<file path="config.mk">
export PLATFORM = sky130hd
export DESIGN_NAME = joystick_drive_shaper
export DESIGN_NICKNAME = d
export VERILOG_FILES = /design/src/hw/rtl/jds_pkg.sv /design/src/hw/rtl/jds_div.sv /design/src/hw/rtl/jds_dp.sv /design/src/hw/rtl/jds_ctrl.sv /design/src/hw/rtl/joystick_drive_shaper.sv
export SDC_FILE = /design/constraint.sdc
export NUM_CORES = 2
export LEC_CHECK = 0
export ABC_CLOCK_PERIOD_IN_PS = 10200
export BUFFER_PORTS_ARGS = -buffer_cell sky130_fd_sc_hd__buf_2
export CAP_MARGIN = 20
export CORE_ASPECT_RATIO = 1.5
export CORE_MARGIN = 10
export CORE_UTILIZATION = 65
export DETAILED_ROUTE_END_ITERATION = 12
export PLACE_DENSITY = 0.82
export SLEW_MARGIN = 25
export SYNTH_ARGS = -nofsm -noshare
export SYNTH_HDL_FRONTEND = slang
export SYNTH_HIERARCHICAL = 1
export SYNTH_SLANG_ARGS = --single-unit
</file>
<file path="constraint.sdc">
create_clock -name i_clk -period 10.2 [get_ports i_clk]
set_input_delay 0.51 -clock i_clk [delete_from_list [all_inputs] [get_ports i_clk]]
set_output_delay 0.51 -clock i_clk [all_outputs]
set_load 0.02 [all_outputs]
</file>
<file path="src/hw/rtl/jds_pkg.sv">
package jds_pkg;

    // Config register indexes
    localparam logic [2:0] REG_CENTER_X  = 3'd0;
    localparam logic [2:0] REG_CENTER_Y  = 3'd1;
    localparam logic [2:0] REG_DEADZONE  = 3'd2;
    localparam logic [2:0] REG_OPTIONS   = 3'd3;
    localparam logic [2:0] REG_SPEED_MOD = 3'd4;
    localparam logic [2:0] REG_TURN_MODE = 3'd5;
    localparam logic [2:0] REG_RAMP_RATE = 3'd6;

    // Turn modes
    localparam logic [1:0] TURN_OFF     = 2'd0;
    localparam logic [1:0] TURN_HALF    = 2'd1;
    localparam logic [1:0] TURN_QUARTER = 2'd2;
    localparam logic [1:0] TURN_SPEED   = 2'd3;

    // Option flag bits
    localparam int OPT_INV_SPEED = 0;
    localparam int OPT_INV_STEER = 1;
    localparam int OPT_CURVE     = 2;

    localparam logic [14:0] FULL_Q8  = 15'd25600;
    localparam logic [15:0] CRC_INIT = 16'hFFFF;
    localparam logic [15:0] CRC_POLY = 16'h1021;

    // Shared divider widths
    localparam int DIV_NW = 27;
    localparam int DIV_DW = 16;

    // Division by 100 and by 200 as (x * M) >> S, exact for the operand
    // ranges used: below 2^22 for the limit and below 2^15 for the turn.
    localparam logic [22:0] RECIP_100 = 23'd5368710;
    localparam int          SHIFT_100 = 29;
    localparam logic [15:0] RECIP_200 = 16'd41944;
    localparam int          SHIFT_200 = 23;

    typedef struct packed {
        logic load_in;
        logic prep;
        logic store_p;
        logic curv0;
        logic curv1;
        logic cmul;
        logic ccmp;
        logic lim;
        logic store_lim;
        logic round;
        logic store_turn;
        logic fin;
        logic crc_step;
        logic out_load;
    } t_cmd;

    typedef struct packed {
        logic need_div;
        logic curve_on;
        logic turn_div;
        logic div_busy;
        logic bit_last;
        logic axis_y;
        logic send;
        logic crc_last;
        logic out_free;
    } t_sts;

    function automatic logic [6:0] limit_pct(input logic [1:0] mode);
        case (mode)
            2'd0:    limit_pct = 7'd100;
            2'd1:    limit_pct = 7'd60;
            default: limit_pct = 7'd30;
        endcase
    endfunction

    function automatic logic [3:0] ramp_step(input logic [1:0] rate);
        case (rate)
            2'd1:    ramp_step = 4'd10;
            2'd2:    ramp_step = 4'd5;
            2'd3:    ramp_step = 4'd2;
            default: ramp_step = 4'd0;
        endcase
    endfunction

endpackage

</file>
<file path="src/hw/rtl/jds_div.sv">
module jds_div (
    input  logic                        i_clk,
    input  logic                        i_rst_n,
    input  logic                        i_start,
    input  logic [jds_pkg::DIV_NW-1:0]  i_num,
    input  logic [jds_pkg::DIV_DW-1:0]  i_den,
    output logic                        o_busy,
    output logic [jds_pkg::DIV_NW-1:0]  o_quot
);

    logic                        r_busy;
    logic [4:0]                  r_cnt;
    logic [jds_pkg::DIV_DW-1:0]  r_rem;
    logic [jds_pkg::DIV_NW-1:0]  r_q;
    logic [jds_pkg::DIV_DW-1:0]  r_den;
    logic [jds_pkg::DIV_DW:0]    sh;
    logic [jds_pkg::DIV_DW:0]    diff;
    logic                        qbit;

    // One restoring step per cycle, quotient bits enter from the right.
    assign sh   = {r_rem, r_q[jds_pkg::DIV_NW-1]};
    assign diff = sh - {1'b0, r_den};
    assign qbit = (sh >= {1'b0, r_den});

    always_ff @(posedge i_clk) begin
        if (!i_rst_n) begin
            r_busy <= 1'b0;
            r_cnt  <= '0;
        end else if (i_start) begin
            r_busy <= 1'b1;
            r_cnt  <= '0;
        end else if (r_busy) begin
            r_cnt <= r_cnt + 5'd1;
            if (r_cnt == 5'(jds_pkg::DIV_NW - 1)) begin
                r_busy <= 1'b0;
            end
        end
    end

    always_ff @(posedge i_clk) begin
        if (i_start) begin
            r_rem <= '0;
            r_q   <= i_num;
            r_den <= i_den;
        end else if (r_busy) begin
            r_rem <= qbit ? diff[jds_pkg::DIV_DW-1:0] : sh[jds_pkg::DIV_DW-1:0];
            r_q   <= {r_q[jds_pkg::DIV_NW-2:0], qbit};
        end
    end

    assign o_busy = r_busy;
    assign o_quot = r_q;

endmodule

</file>
<file path="src/hw/rtl/jds_dp.sv">
module jds_dp #(
    parameter int ADC_FULL_SCALE = 4095
) (
    input  logic               i_clk,
    input  logic               i_rst_n,
    input  jds_pkg::t_cmd      i_cmd,
    output jds_pkg::t_sts      o_sts,
    input  logic               i_cfg_we,
    input  logic [2:0]         i_cfg_index,
    input  logic [11:0]        i_cfg_data,
    input  logic [11:0]        i_raw_x,
    input  logic [11:0]        i_raw_y,
    input  logic               i_send_now,
    output logic               o_out_valid,
    input  logic               i_out_stall,
    output logic signed [7:0]  o_speed,
    output logic signed [7:0]  o_steer,
    output logic               o_sent,
    output logic [2:0]         o_packet_flags,
    output logic [7:0]         o_sequence_res,
    output logic [15:0]        o_packet_crc
);

    localparam logic signed [17:0] HALF = 18'(ADC_FULL_SCALE / 2);

    // Configuration
    logic [11:0] r_cx, r_cy;
    logic [10:0] r_dz;
    logic [2:0]  r_opt;
    logic [1:0]  r_smode, r_tmode, r_ramp;

    // Item and work registers
    logic [11:0] r_raw_x, r_raw_y;
    logic        r_send, r_axis;
    logic        r_neg;
    logic [14:0] r_p, r_q;
    logic [29:0] r_pp;
    logic [44:0] r_v;
    logic [31:0] r_tt;
    logic [3:0]  r_bit;
    logic [14:0] r_mx, r_my;
    logic        r_nx, r_ny;
    logic signed [7:0] r_spd;
    logic [6:0]  r_sm;
    logic        r_sn;
    logic signed [7:0] r_fs, r_ft;
    logic [15:0] r_crc;
    logic [47:0] r_sh;
    logic [5:0]  r_cnt;
    logic [21:0] r_ln;
    logic [14:0] r_tn;

    // Packet state
    logic signed [7:0] r_last_s, r_last_t;
    logic [7:0]  r_seq;

    // Output register
    logic        r_ov;
    logic signed [7:0] r_os, r_ot;
    logic        r_osent;
    logic [2:0]  r_oflags;
    logic [7:0]  r_oseq;
    logic [15:0] r_ocrc;

    // Axis front end
    logic [11:0] sample, ctr;
    logic signed [12:0] d;
    logic [11:0] mag;
    logic        zero, sat;
    logic signed [17:0] span;

    // Divider
    logic                        div_start, div_busy;
    logic [jds_pkg::DIV_NW-1:0]  div_num, div_quot;
    logic [jds_pkg::DIV_DW-1:0]  div_den;

    // Constant divisions
    logic [44:0] lim_prod;
    logic [30:0] turn_prod;

    // Curve search
    logic [14:0] cand;
    logic [15:0] tcur;
    logic [45:0] tt_sc;

    // Rounding and turn
    logic [6:0]  rx, ry;
    logic [7:0]  ry_h;
    logic [8:0]  ry_q;
    logic [7:0]  turn_fac;

    // Final shaping
    logic signed [9:0] s_tgt, t_tgt, s_out, t_out;
    logic signed [9:0] stp;
    logic        fb;

    assign sample = r_axis ? r_raw_y : r_raw_x;
    assign ctr    = r_axis ? r_cy : r_cx;
    assign d      = $signed({1'b0, sample}) - $signed({1'b0, ctr});
    assign mag    = d[12] ? 12'(-d) : d[11:0];
    assign zero   = ({1'b0, mag} <= {2'b0, r_dz});
    assign span   = HALF - $signed({7'b0, r_dz});
    assign sat    = (span <= 18'sd0) || ($signed({6'b0, mag}) >= span);

    assign cand  = r_q | (15'd1 << r_bit);
    assign tcur  = {cand, 1'b0} - 16'd1;
    // 6400 = 4096 + 2048 + 256
    assign tt_sc = ({14'b0, r_tt} << 12) + ({14'b0, r_tt} << 11) + ({14'b0, r_tt} << 8);

    assign rx       = 7'(({1'b0, r_mx} + 16'd128) >> 8);
    assign ry       = 7'(({1'b0, r_my} + 16'd128) >> 8);
    assign ry_h     = ({1'b0, ry} + 8'd1) >> 1;
    assign ry_q     = ({2'b0, ry} + 9'd2) >> 2;
    assign turn_fac = 8'd200 - {1'b0, rx};

    assign lim_prod  = r_ln * jds_pkg::RECIP_100;
    assign turn_prod = r_tn * jds_pkg::RECIP_200;

    always_comb begin
        div_start = 1'b0;
        div_num   = '0;
        div_den   = '0;
        if (i_cmd.prep && !zero && !sat) begin
            div_start = 1'b1;
            div_num   = 27'({15'b0, mag} * 27'd25600) + 27'(span[15:1]);
            div_den   = span[15:0];
        end
    end

    jds_div u_div (
        .i_clk   (i_clk),
        .i_rst_n (i_rst_n),
        .i_start (div_start),
        .i_num   (div_num),
        .i_den   (div_den),
        .o_busy  (div_busy),
        .o_quot  (div_quot)
    );

    always_comb begin
        s_tgt = {{2{r_spd[7]}}, r_spd};
        if (r_opt[jds_pkg::OPT_INV_SPEED]) s_tgt = -s_tgt;
        t_tgt = r_sn ? -$signed({3'b0, r_sm}) : $signed({3'b0, r_sm});
        if (r_opt[jds_pkg::OPT_INV_STEER]) t_tgt = -t_tgt;
        stp   = $signed({6'b0, jds_pkg::ramp_step(r_ramp)});
        s_out = s_tgt;
        t_out = t_tgt;
        if (r_ramp != 2'd0) begin
            if (s_tgt > $signed({{2{r_last_s[7]}}, r_last_s}) + stp)
                s_out = $signed({{2{r_last_s[7]}}, r_last_s}) + stp;
            else if (s_tgt < $signed({{2{r_last_s[7]}}, r_last_s}) - stp)
                s_out = $signed({{2{r_last_s[7]}}, r_last_s}) - stp;
            if (t_tgt > $signed({{2{r_last_t[7]}}, r_last_t}) + stp)
                t_out = $signed({{2{r_last_t[7]}}, r_last_t}) + stp;
            else if (t_tgt < $signed({{2{r_last_t[7]}}, r_last_t}) - stp)
                t_out = $signed({{2{r_last_t[7]}}, r_last_t}) - stp;
        end
    end

    assign fb = r_crc[15] ^ r_sh[47];

    always_ff @(posedge i_clk) begin
        if (!i_rst_n) begin
            r_cx    <= 12'd2048;
            r_cy    <= 12'd2048;
            r_dz    <= 11'd180;
            r_opt   <= 3'd4;
            r_smode <= 2'd0;
            r_tmode <= 2'd0;
            r_ramp  <= 2'd0;
        end else if (i_cfg_we) begin
            unique case (i_cfg_index)
                jds_pkg::REG_CENTER_X:  r_cx    <= i_cfg_data;
                jds_pkg::REG_CENTER_Y:  r_cy    <= i_cfg_data;
                jds_pkg::REG_DEADZONE:  r_dz    <= i_cfg_data[10:0];
                jds_pkg::REG_OPTIONS:   r_opt   <= i_cfg_data[2:0];
                jds_pkg::REG_SPEED_MOD: r_smode <= i_cfg_data[1:0];
                jds_pkg::REG_TURN_MODE: r_tmode <= i_cfg_data[1:0];
                jds_pkg::REG_RAMP_RATE: r_ramp  <= i_cfg_data[1:0];
                default: ;
            endcase
        end
    end

    always_ff @(posedge i_clk) begin
        if (i_cmd.load_in) begin
            r_raw_x <= i_raw_x;
            r_raw_y <= i_raw_y;
            r_send  <= i_send_now;
        end
        if (i_cmd.prep) begin
            r_neg <= d[12];
            if (zero)     r_p <= '0;
            else if (sat) r_p <= jds_pkg::FULL_Q8;
        end
        if (i_cmd.store_p) begin
            r_p <= (div_quot > 27'(jds_pkg::FULL_Q8)) ? jds_pkg::FULL_Q8 : div_quot[14:0];
        end
        if (i_cmd.curv0) begin
            r_pp <= r_p * r_p;
            r_q  <= r_opt[jds_pkg::OPT_CURVE] ? 15'd0 : r_p;
        end
        if (i_cmd.curv1) begin
            r_v   <= r_pp * r_p;
            r_bit <= 4'd14;
        end
        if (i_cmd.cmul) begin
            r_tt <= tcur * tcur;
        end
        if (i_cmd.ccmp) begin
            if (tt_sc <= {1'b0, r_v}) r_q <= cand;
            r_bit <= r_bit - 4'd1;
        end
        if (i_cmd.lim) begin
            r_ln <= {7'b0, r_q} * {15'b0, jds_pkg::limit_pct(r_smode)} + 22'd50;
        end
        if (i_cmd.store_lim) begin
            if (r_axis) begin
                r_my <= lim_prod[jds_pkg::SHIFT_100+14:jds_pkg::SHIFT_100];
                r_ny <= r_neg;
            end else begin
                r_mx <= lim_prod[jds_pkg::SHIFT_100+14:jds_pkg::SHIFT_100];
                r_nx <= r_neg;
            end
        end
        if (i_cmd.round) begin
            // Speed is the negated X axis.
            r_spd <= r_nx ? $signed({1'b0, rx}) : -$signed({1'b0, rx});
            r_sn  <= r_ny;
            r_tn  <= {8'b0, ry} * {7'b0, turn_fac} + 15'd100;
            case (r_tmode)
                jds_pkg::TURN_HALF:    r_sm <= ry_h[6:0];
                jds_pkg::TURN_QUARTER: r_sm <= ry_q[6:0];
                default:               r_sm <= ry;
            endcase
        end
        if (i_cmd.store_turn) begin
            r_sm <= turn_prod[jds_pkg::SHIFT_200+6:jds_pkg::SHIFT_200];
        end
        if (i_cmd.fin) begin
            r_fs  <= s_out[7:0];
            r_ft  <= t_out[7:0];
            r_crc <= jds_pkg::CRC_INIT;
            r_cnt <= '0;
            r_sh  <= {s_out[7:0], {8{s_out[7]}}, t_out[7:0], {8{t_out[7]}},
                      5'b0, r_opt, r_seq};
        end
        if (i_cmd.crc_step) begin
            r_crc <= {r_crc[14:0], 1'b0} ^ (fb ? jds_pkg::CRC_POLY : 16'h0000);
            r_sh  <= {r_sh[46:0], 1'b0};
            r_cnt <= r_cnt + 6'd1;
        end
        if (i_cmd.out_load) begin
            r_os     <= r_fs;
            r_ot     <= r_ft;
            r_osent  <= r_send;
            r_oflags <= r_send ? r_opt : 3'd0;
            r_oseq   <= r_send ? r_seq : 8'd0;
            r_ocrc   <= r_send ? r_crc : 16'd0;
        end
    end

    always_ff @(posedge i_clk) begin
        if (!i_rst_n) begin
            r_axis   <= 1'b0;
            r_ov     <= 1'b0;
            r_last_s <= '0;
            r_last_t <= '0;
            r_seq    <= '0;
        end else begin
            if (i_cmd.load_in) begin
                r_axis <= 1'b0;
            end else if (i_cmd.store_lim) begin
                r_axis <= 1'b1;
            end
            if (i_cmd.out_load) begin
                r_ov <= 1'b1;
                if (r_send) begin
                    r_last_s <= r_fs;
                    r_last_t <= r_ft;
                    r_seq    <= r_seq + 8'd1;
                end
            end else if (!i_out_stall) begin
                r_ov <= 1'b0;
            end
        end
    end

    assign o_sts.need_div = !zero && !sat;
    assign o_sts.curve_on = r_opt[jds_pkg::OPT_CURVE];
    assign o_sts.turn_div = (r_tmode == jds_pkg::TURN_SPEED);
    assign o_sts.div_busy = div_busy;
    assign o_sts.bit_last = (r_bit == 4'd0);
    assign o_sts.axis_y   = r_axis;
    assign o_sts.send     = r_send;
    assign o_sts.crc_last = (r_cnt == 6'd47);
    assign o_sts.out_free = !r_ov || !i_out_stall;

    assign o_out_valid    = r_ov;
    assign o_speed        = r_os;
    assign o_steer        = r_ot;
    assign o_sent         = r_osent;
    assign o_packet_flags = r_oflags;
    assign o_sequence_res = r_oseq;
    assign o_packet_crc   = r_ocrc;

    a_speed_range: assert property (@(posedge i_clk) disable iff (!i_rst_n)
        r_ov |-> (r_os >= -8'sd100 && r_os <= 8'sd100))
        else $error("speed out of range");

    a_steer_range: assert property (@(posedge i_clk) disable iff (!i_rst_n)
        r_ov |-> (r_ot >= -8'sd100 && r_ot <= 8'sd100))
        else $error("steer out of range");

    a_no_packet: assert property (@(posedge i_clk) disable iff (!i_rst_n)
        (r_ov && !r_osent) |-> (r_ocrc == 16'd0 && r_oseq == 8'd0 && r_oflags == 3'd0))
        else $error("packet fields set without a send");

    a_seq_step: assert property (@(posedge i_clk) disable iff (!i_rst_n)
        (i_cmd.out_load && r_send) |=> (r_seq == $past(r_seq) + 8'd1))
        else $error("sequence did not advance");

endmodule

</file>
<file path="src/hw/rtl/jds_ctrl.sv">
module jds_ctrl (
    input  logic           i_clk,
    input  logic           i_rst_n,
    input  logic           i_in_valid,
    output logic           o_in_stall,
    input  jds_pkg::t_sts  i_sts,
    output jds_pkg::t_cmd  o_cmd
);

    typedef enum logic [13:0] {
        S_IDLE  = 14'b00000000000001,
        S_PREP  = 14'b00000000000010,
        S_DIVP  = 14'b00000000000100,
        S_CURV0 = 14'b00000000001000,
        S_CURV1 = 14'b00000000010000,
        S_CMUL  = 14'b00000000100000,
        S_CCMP  = 14'b00000001000000,
        S_LIM   = 14'b00000010000000,
        S_DIVL  = 14'b00000100000000,
        S_ROUND = 14'b00001000000000,
        S_DIVT  = 14'b00010000000000,
        S_FIN   = 14'b00100000000000,
        S_CRC   = 14'b01000000000000,
        S_OUT   = 14'b10000000000000
    } t_state;

    t_state r_state, n_state;

    always_comb begin
        n_state = r_state;
        o_cmd   = '0;
        unique case (r_state)
            S_IDLE: begin
                if (i_in_valid) begin
                    o_cmd.load_in = 1'b1;
                    n_state = S_PREP;
                end
            end
            S_PREP: begin
                o_cmd.prep = 1'b1;
                n_state = i_sts.need_div ? S_DIVP : S_CURV0;
            end
            S_DIVP: begin
                if (!i_sts.div_busy) begin
                    o_cmd.store_p = 1'b1;
                    n_state = S_CURV0;
                end
            end
            S_CURV0: begin
                o_cmd.curv0 = 1'b1;
                n_state = i_sts.curve_on ? S_CURV1 : S_LIM;
            end
            S_CURV1: begin
                o_cmd.curv1 = 1'b1;
                n_state = S_CMUL;
            end
            S_CMUL: begin
                o_cmd.cmul = 1'b1;
                n_state = S_CCMP;
            end
            S_CCMP: begin
                o_cmd.ccmp = 1'b1;
                n_state = i_sts.bit_last ? S_LIM : S_CMUL;
            end
            S_LIM: begin
                o_cmd.lim = 1'b1;
                n_state = S_DIVL;
            end
            S_DIVL: begin
                if (!i_sts.div_busy) begin
                    o_cmd.store_lim = 1'b1;
                    n_state = i_sts.axis_y ? S_ROUND : S_PREP;
                end
            end
            S_ROUND: begin
                o_cmd.round = 1'b1;
                n_state = i_sts.turn_div ? S_DIVT : S_FIN;
            end
            S_DIVT: begin
                if (!i_sts.div_busy) begin
                    o_cmd.store_turn = 1'b1;
                    n_state = S_FIN;
                end
            end
            S_FIN: begin
                o_cmd.fin = 1'b1;
                n_state = i_sts.send ? S_CRC : S_OUT;
            end
            S_CRC: begin
                o_cmd.crc_step = 1'b1;
                if (i_sts.crc_last) n_state = S_OUT;
            end
            S_OUT: begin
                if (i_sts.out_free) begin
                    o_cmd.out_load = 1'b1;
                    n_state = S_IDLE;
                end
            end
            default: n_state = S_IDLE;
        endcase
    end

    always_ff @(posedge i_clk) begin
        if (!i_rst_n) begin
            r_state <= S_IDLE;
        end else begin
            r_state <= n_state;
        end
    end

    assign o_in_stall = (r_state != S_IDLE);

    a_div_wait: assert property (@(posedge i_clk) disable iff (!i_rst_n)
        (o_cmd.store_p || o_cmd.store_lim || o_cmd.store_turn) |-> !i_sts.div_busy)
        else $error("divider result taken while busy");

    a_out_block: assert property (@(posedge i_clk) disable iff (!i_rst_n)
        (r_state == S_OUT && !i_sts.out_free) |=> r_state == S_OUT)
        else $error("result dropped while output full");

    a_axis_order: assert property (@(posedge i_clk) disable iff (!i_rst_n)
        (r_state == S_ROUND) |-> i_sts.axis_y)
        else $error("rounding before both axes done");

endmodule

</file>
<file path="src/hw/rtl/joystick_drive_shaper.sv">
// Channel   Valid         Stall         Payload
// input     i_in_valid    o_in_stall    i_raw_x, i_raw_y, i_send_now
// output    o_out_valid   i_out_stall   o_speed, o_steer, o_sent, o_packet_flags,
//                                       o_sequence_res, o_packet_crc
// config    i_cfg_we      (none)        i_cfg_index, i_cfg_data
//
// One item is worked at a time. Each axis runs the 27-step span divider when the
// sample lies between the deadzone and full scale, and the 15-step curve search
// when the curve option is set; the bit-serial CRC over 48 packet bits runs only
// for items that are sent.
// Reset is synchronous and active low; it restores the registers to defaults
// and clears the ramp values and sequence number.
// A finished result waits in the output register while the next item is taken;
// a stalled output holds the controller until the register is free.
module joystick_drive_shaper #(
    parameter int ADC_FULL_SCALE = 4095
) (
    input  logic               i_clk,
    input  logic               i_rst_n,
    input  logic               i_cfg_we,
    input  logic [2:0]         i_cfg_index,
    input  logic [11:0]        i_cfg_data,
    input  logic               i_in_valid,
    output logic               o_in_stall,
    input  logic [11:0]        i_raw_x,
    input  logic [11:0]        i_raw_y,
    input  logic               i_send_now,
    output logic               o_out_valid,
    input  logic               i_out_stall,
    output logic signed [7:0]  o_speed,
    output logic signed [7:0]  o_steer,
    output logic               o_sent,
    output logic [2:0]         o_packet_flags,
    output logic [7:0]         o_sequence_res,
    output logic [15:0]        o_packet_crc
);

    jds_pkg::t_cmd cmd;
    jds_pkg::t_sts sts;

    jds_ctrl u_ctrl (
        .i_clk      (i_clk),
        .i_rst_n    (i_rst_n),
        .i_in_valid (i_in_valid),
        .o_in_stall (o_in_stall),
        .i_sts      (sts),
        .o_cmd      (cmd)
    );

    jds_dp #(
        .ADC_FULL_SCALE (ADC_FULL_SCALE)
    ) u_dp (
        .i_clk          (i_clk),
        .i_rst_n        (i_rst_n),
        .i_cmd          (cmd),
        .o_sts          (sts),
        .i_cfg_we       (i_cfg_we),
        .i_cfg_index    (i_cfg_index),
        .i_cfg_data     (i_cfg_data),
        .i_raw_x        (i_raw_x),
        .i_raw_y        (i_raw_y),
        .i_send_now     (i_send_now),
        .o_out_valid    (o_out_valid),
        .i_out_stall    (i_out_stall),
        .o_speed        (o_speed),
        .o_steer        (o_steer),
        .o_sent         (o_sent),
        .o_packet_flags (o_packet_flags),
        .o_sequence_res (o_sequence_res),
        .o_packet_crc   (o_packet_crc)
    );

endmodule

</file>
==> metrics.md <==
| Metric | Value |
|---|---|
| Status | completed |
| Relative slew slack | 0.288 |
| Post-route ant nets | 0 |
| Placer Congestion | 0.934 |
| Tcrit/Tclk final | 0.917 |
| I/O pins | 91 |
| Hold Buf Count CTS | 1 |
| Met2 routed WL | 89.2 mm |
| Total setup buffers inserted after CTS | 0 |
| Fin. max-slew vios | 0 |
| Tmin final | 9.36 ns |
| Worst endpoint data arrival time | just under 10 ns |
| Critical path startpoint category | flip-flop |
| Final net count | just over 9,000 |
| Synth Flop Type | edfxtp_1 |
| Fin. Hold Viols | 0 |
| FF-to-FF End | u_dp/r_tt[31] |
| Clk buf depth | 3 |
| Maximum clock rate | 0.107 GHz |
| Share of cells above drive strength 1 | 0.0514 |
| Root Buffer | clkbuf_16 |
| Vias/cell | 5.94 |
| Clock Skews | 0.0535 ns |
| Async SR Flop Fraction | 0 |
| Synth top area cells | fa_1, ha_1, edfxtp_1 |
| Initial DRC count | 3,188 |
| Routed met3 length | 7.98 mm |
| Initial antenna violation count | 2 |
| Top-area cell type share of the netlist area | 0.277 |
| WS Path Type | flip-flop to flip-flop |
| Final cell count without fillers | 8,647 |
| CTS Buf Count | 53 |
| Cell Area, Synth | 0.0711 mm² |
| Synthesized flop and latch total | 512 |
| Sequential share of the synthesized area | 0.199 |
| Final hold slack | 0.0227 ns |
| Clock slew seen by the registers of the worst setup and hold paths | around 0.07 ns |
| Via count | 51,321 |
| Most common cell after layout, fill and taps aside | inv_1 |
| RSZ-0062 raised after global routing | no |
| Residual DRC | 0 |
| Setup TNS | 0 ns |
| Critical path fanouts, max | 9 |
| Clock latency on the worst-skew pair | 0.67 ns |
| Slowest stage delay, CP | 0.54 ns |
| Highest metal used | met5 |
| Slew @ Worst Pin | between 1 and 1.5 ns |
| Placed cells | 8,545 |
| Routed WL | 167 mm |
| Area growth syn-to-layout | 5.07% |
| Crit path top cell by count | inv_1 |
| Worst path required time | 10.60 ns |
| Worst Setup End Kind | flip-flop |
| Die span in x | 290 µm |
| Reg2reg start | u_dp/r_bit[0] |
| # port buffers | 90 |
| Worst R2R Path Depth | 36 |
| Die ar. | between 0.1 and 0.15 mm² |
| Largest net degree at the start of global routing | 88 |
| Final setup fails | 0 |
| Distinct cell type count after synthesis | 107 |
| Vias in the first global route | 56,269 |
| Syn avg cell area | 9.89 µm² |
| Row cnt | 148 |
| Final HPWL DP | 135 mm |
| Flop-to-flop setup slack | roughly 0.84 ns |
| First-pass GRT wire length | 277 mm |
| M1 WL | 59.0 mm |
| Yosys top cell by area | fa_1 |
| Commonest non-fill, non-tap cells in the layout | inv_1, fa_1, ha_1, nand2_1, edfxtp_1 |
| CTS tree | built |
| Max Cap Violations | 0 |
| H-Tree Depth | 2 |
| WHS Endpoint | u_dp/r_raw_x[10] |
| Aggregate global routing overflow | 0 |
| Yosys warns | 6 |
| CTS sink count | roughly 500 |
| Post-CTS Resized | 0 |
| Family with the most delay on the worst path | adder cells |
| Hold WC Path Type | primary input to flip-flop |
| Number of synthesized flops with an enable pin | 390 |
| Hold Startpoint | i_raw_x[10] |
| Global-route usage over all layers | 0.275 |
| Worst path bufs/invs | 10 |
| DR pass1 iterations | 6 |
| Hold Path Stages | 1 |
| Slowest stage cell, crit path | fa_1 |
| Die height | 425 µm |
| WL/cell | 19.3 µm |
| Initial core utilization | 0.655 |
| Syn Inst Count | 7,189 |
| Core ar. | about 0.11 mm² |
| Final core occ | 0.688 |
==> worst register-to-register path: cells and delay by family, from the launching register on <==
| kind | cells | cell delay [ns] |
|---|---|---|
| adder cells (fa/ha/maj) | 8 | 3.69 |
| AO/OA/AOI/OAI | 9 | 2.02 |
| AND/OR/NAND/NOR | 7 | 1.39 |
| buffers and inverters | 10 | 1.30 |
| flip-flops | 1 | 0.44 |
| XOR/XNOR | 2 | 0.27 |
==> how the worst max path moves through the flow <==
stage | start | end | slack, ns | cells past startpoint
2_1_floorplan | u_dp/r_bit[0] | u_dp/r_tt[31] | 1.58 | 34
3_3_place_gp | u_dp/r_bit[0] | u_dp/r_tt[31] | 1.15 | 36
3_5_place_dp | u_dp/r_bit[0] | u_dp/r_tt[31] | 1.00 | 36
4_1_cts | u_dp/r_bit[0] | u_dp/r_tt[31] | 0.94 | 36
5_1_grt | u_dp/r_bit[0] | u_dp/r_tt[31] | 0.22 | 36
6_report | u_dp/r_bit[0] | u_dp/r_tt[31] | 0.84 | 36
==> final cells by class <==
type                            instances  area (µm²)
Multi-Input combinational cell       5217       51400
Fill cell                            7982       33800
Sequential cell                       512       14200
Inverter                             1245        4680
Tap cell                             1425        1780
Clock buffer                           59        1360
Timing Repair Buffer                  147         885
Clock inverter                         41         398
Antenna cell                            1        2.50
==> cells by family (layout without fill, tap and decap cells) <==
| group | count (synthesis) | after routing | share of synthesized area |
|---|---|---|---|
| other | 1 | 6 | 0.0000528 |
| DFF | 512 | 512 | 0.199 |
| muxes | 94 | 94 | 0.0140 |
| and+or+nand+nor | 1891 | 1891 | 0.132 |
| xor gates and xnor gates | 347 | 347 | 0.0432 |
| AOI/OAI and AO/OA | 934 | 934 | 0.0869 |
| buffers and inverters | 1464 | 1492 | 0.0783 |
| adders and majority gates | 1946 | 1946 | 0.446 |
==> cells in the mapped netlist (72+ instances only) <==
master / count
inv_1: 1233
fa_1: 983
ha_1: 963
nand2_1: 709
edfxtp_1: 390
and2_1: 354
nor2_1: 306
a21oi_1: 255
xnor2_1: 245
clkbuf_1: 187
o21ai_0: 144
dfxtp_1: 122
a21o_1: 111
xor2_1: 98
nand2b_1: 91
nand3_1: 76
nor2b_1: 72
==> routing by layer <==
layer | global-route usage | vias up
met5 | 0 | -
met4 | 0.164 | 2
met3 | 0.0293 | 671
met2 | 0.518 | 1830
met1 | 0.291 | 25459
li1 | - | 23359
==> flip-flops by register name, indices dropped and copies added, names as in the netlist, 16 cells and up <==
register,flops
u_dp/u_div/r_rem,16
u_dp/o_packet_crc,16
u_dp/r_tt,29
u_dp/r_sh,48
u_dp/r_crc,16
u_dp/r_ln,21
u_dp/r_v,45
u_dp/r_pp,29
u_dp/u_div/r_den,16
u_dp/u_div/o_quot,27
==> per-stage QoR <==
step	setup slack, ns	area (µm²)
3_3_place_gp	1.15	72900
3_5_place_dp	1.00	72900
6_report	0.845	74700
5_1_grt	0.223	74700
4_1_cts	0.945	74700
2_1_floorplan	1.58	71100
Power is left out: the tool's default activity adds up to more than one toggle a clock period on the data nets, which glitch-free logic cannot reach.
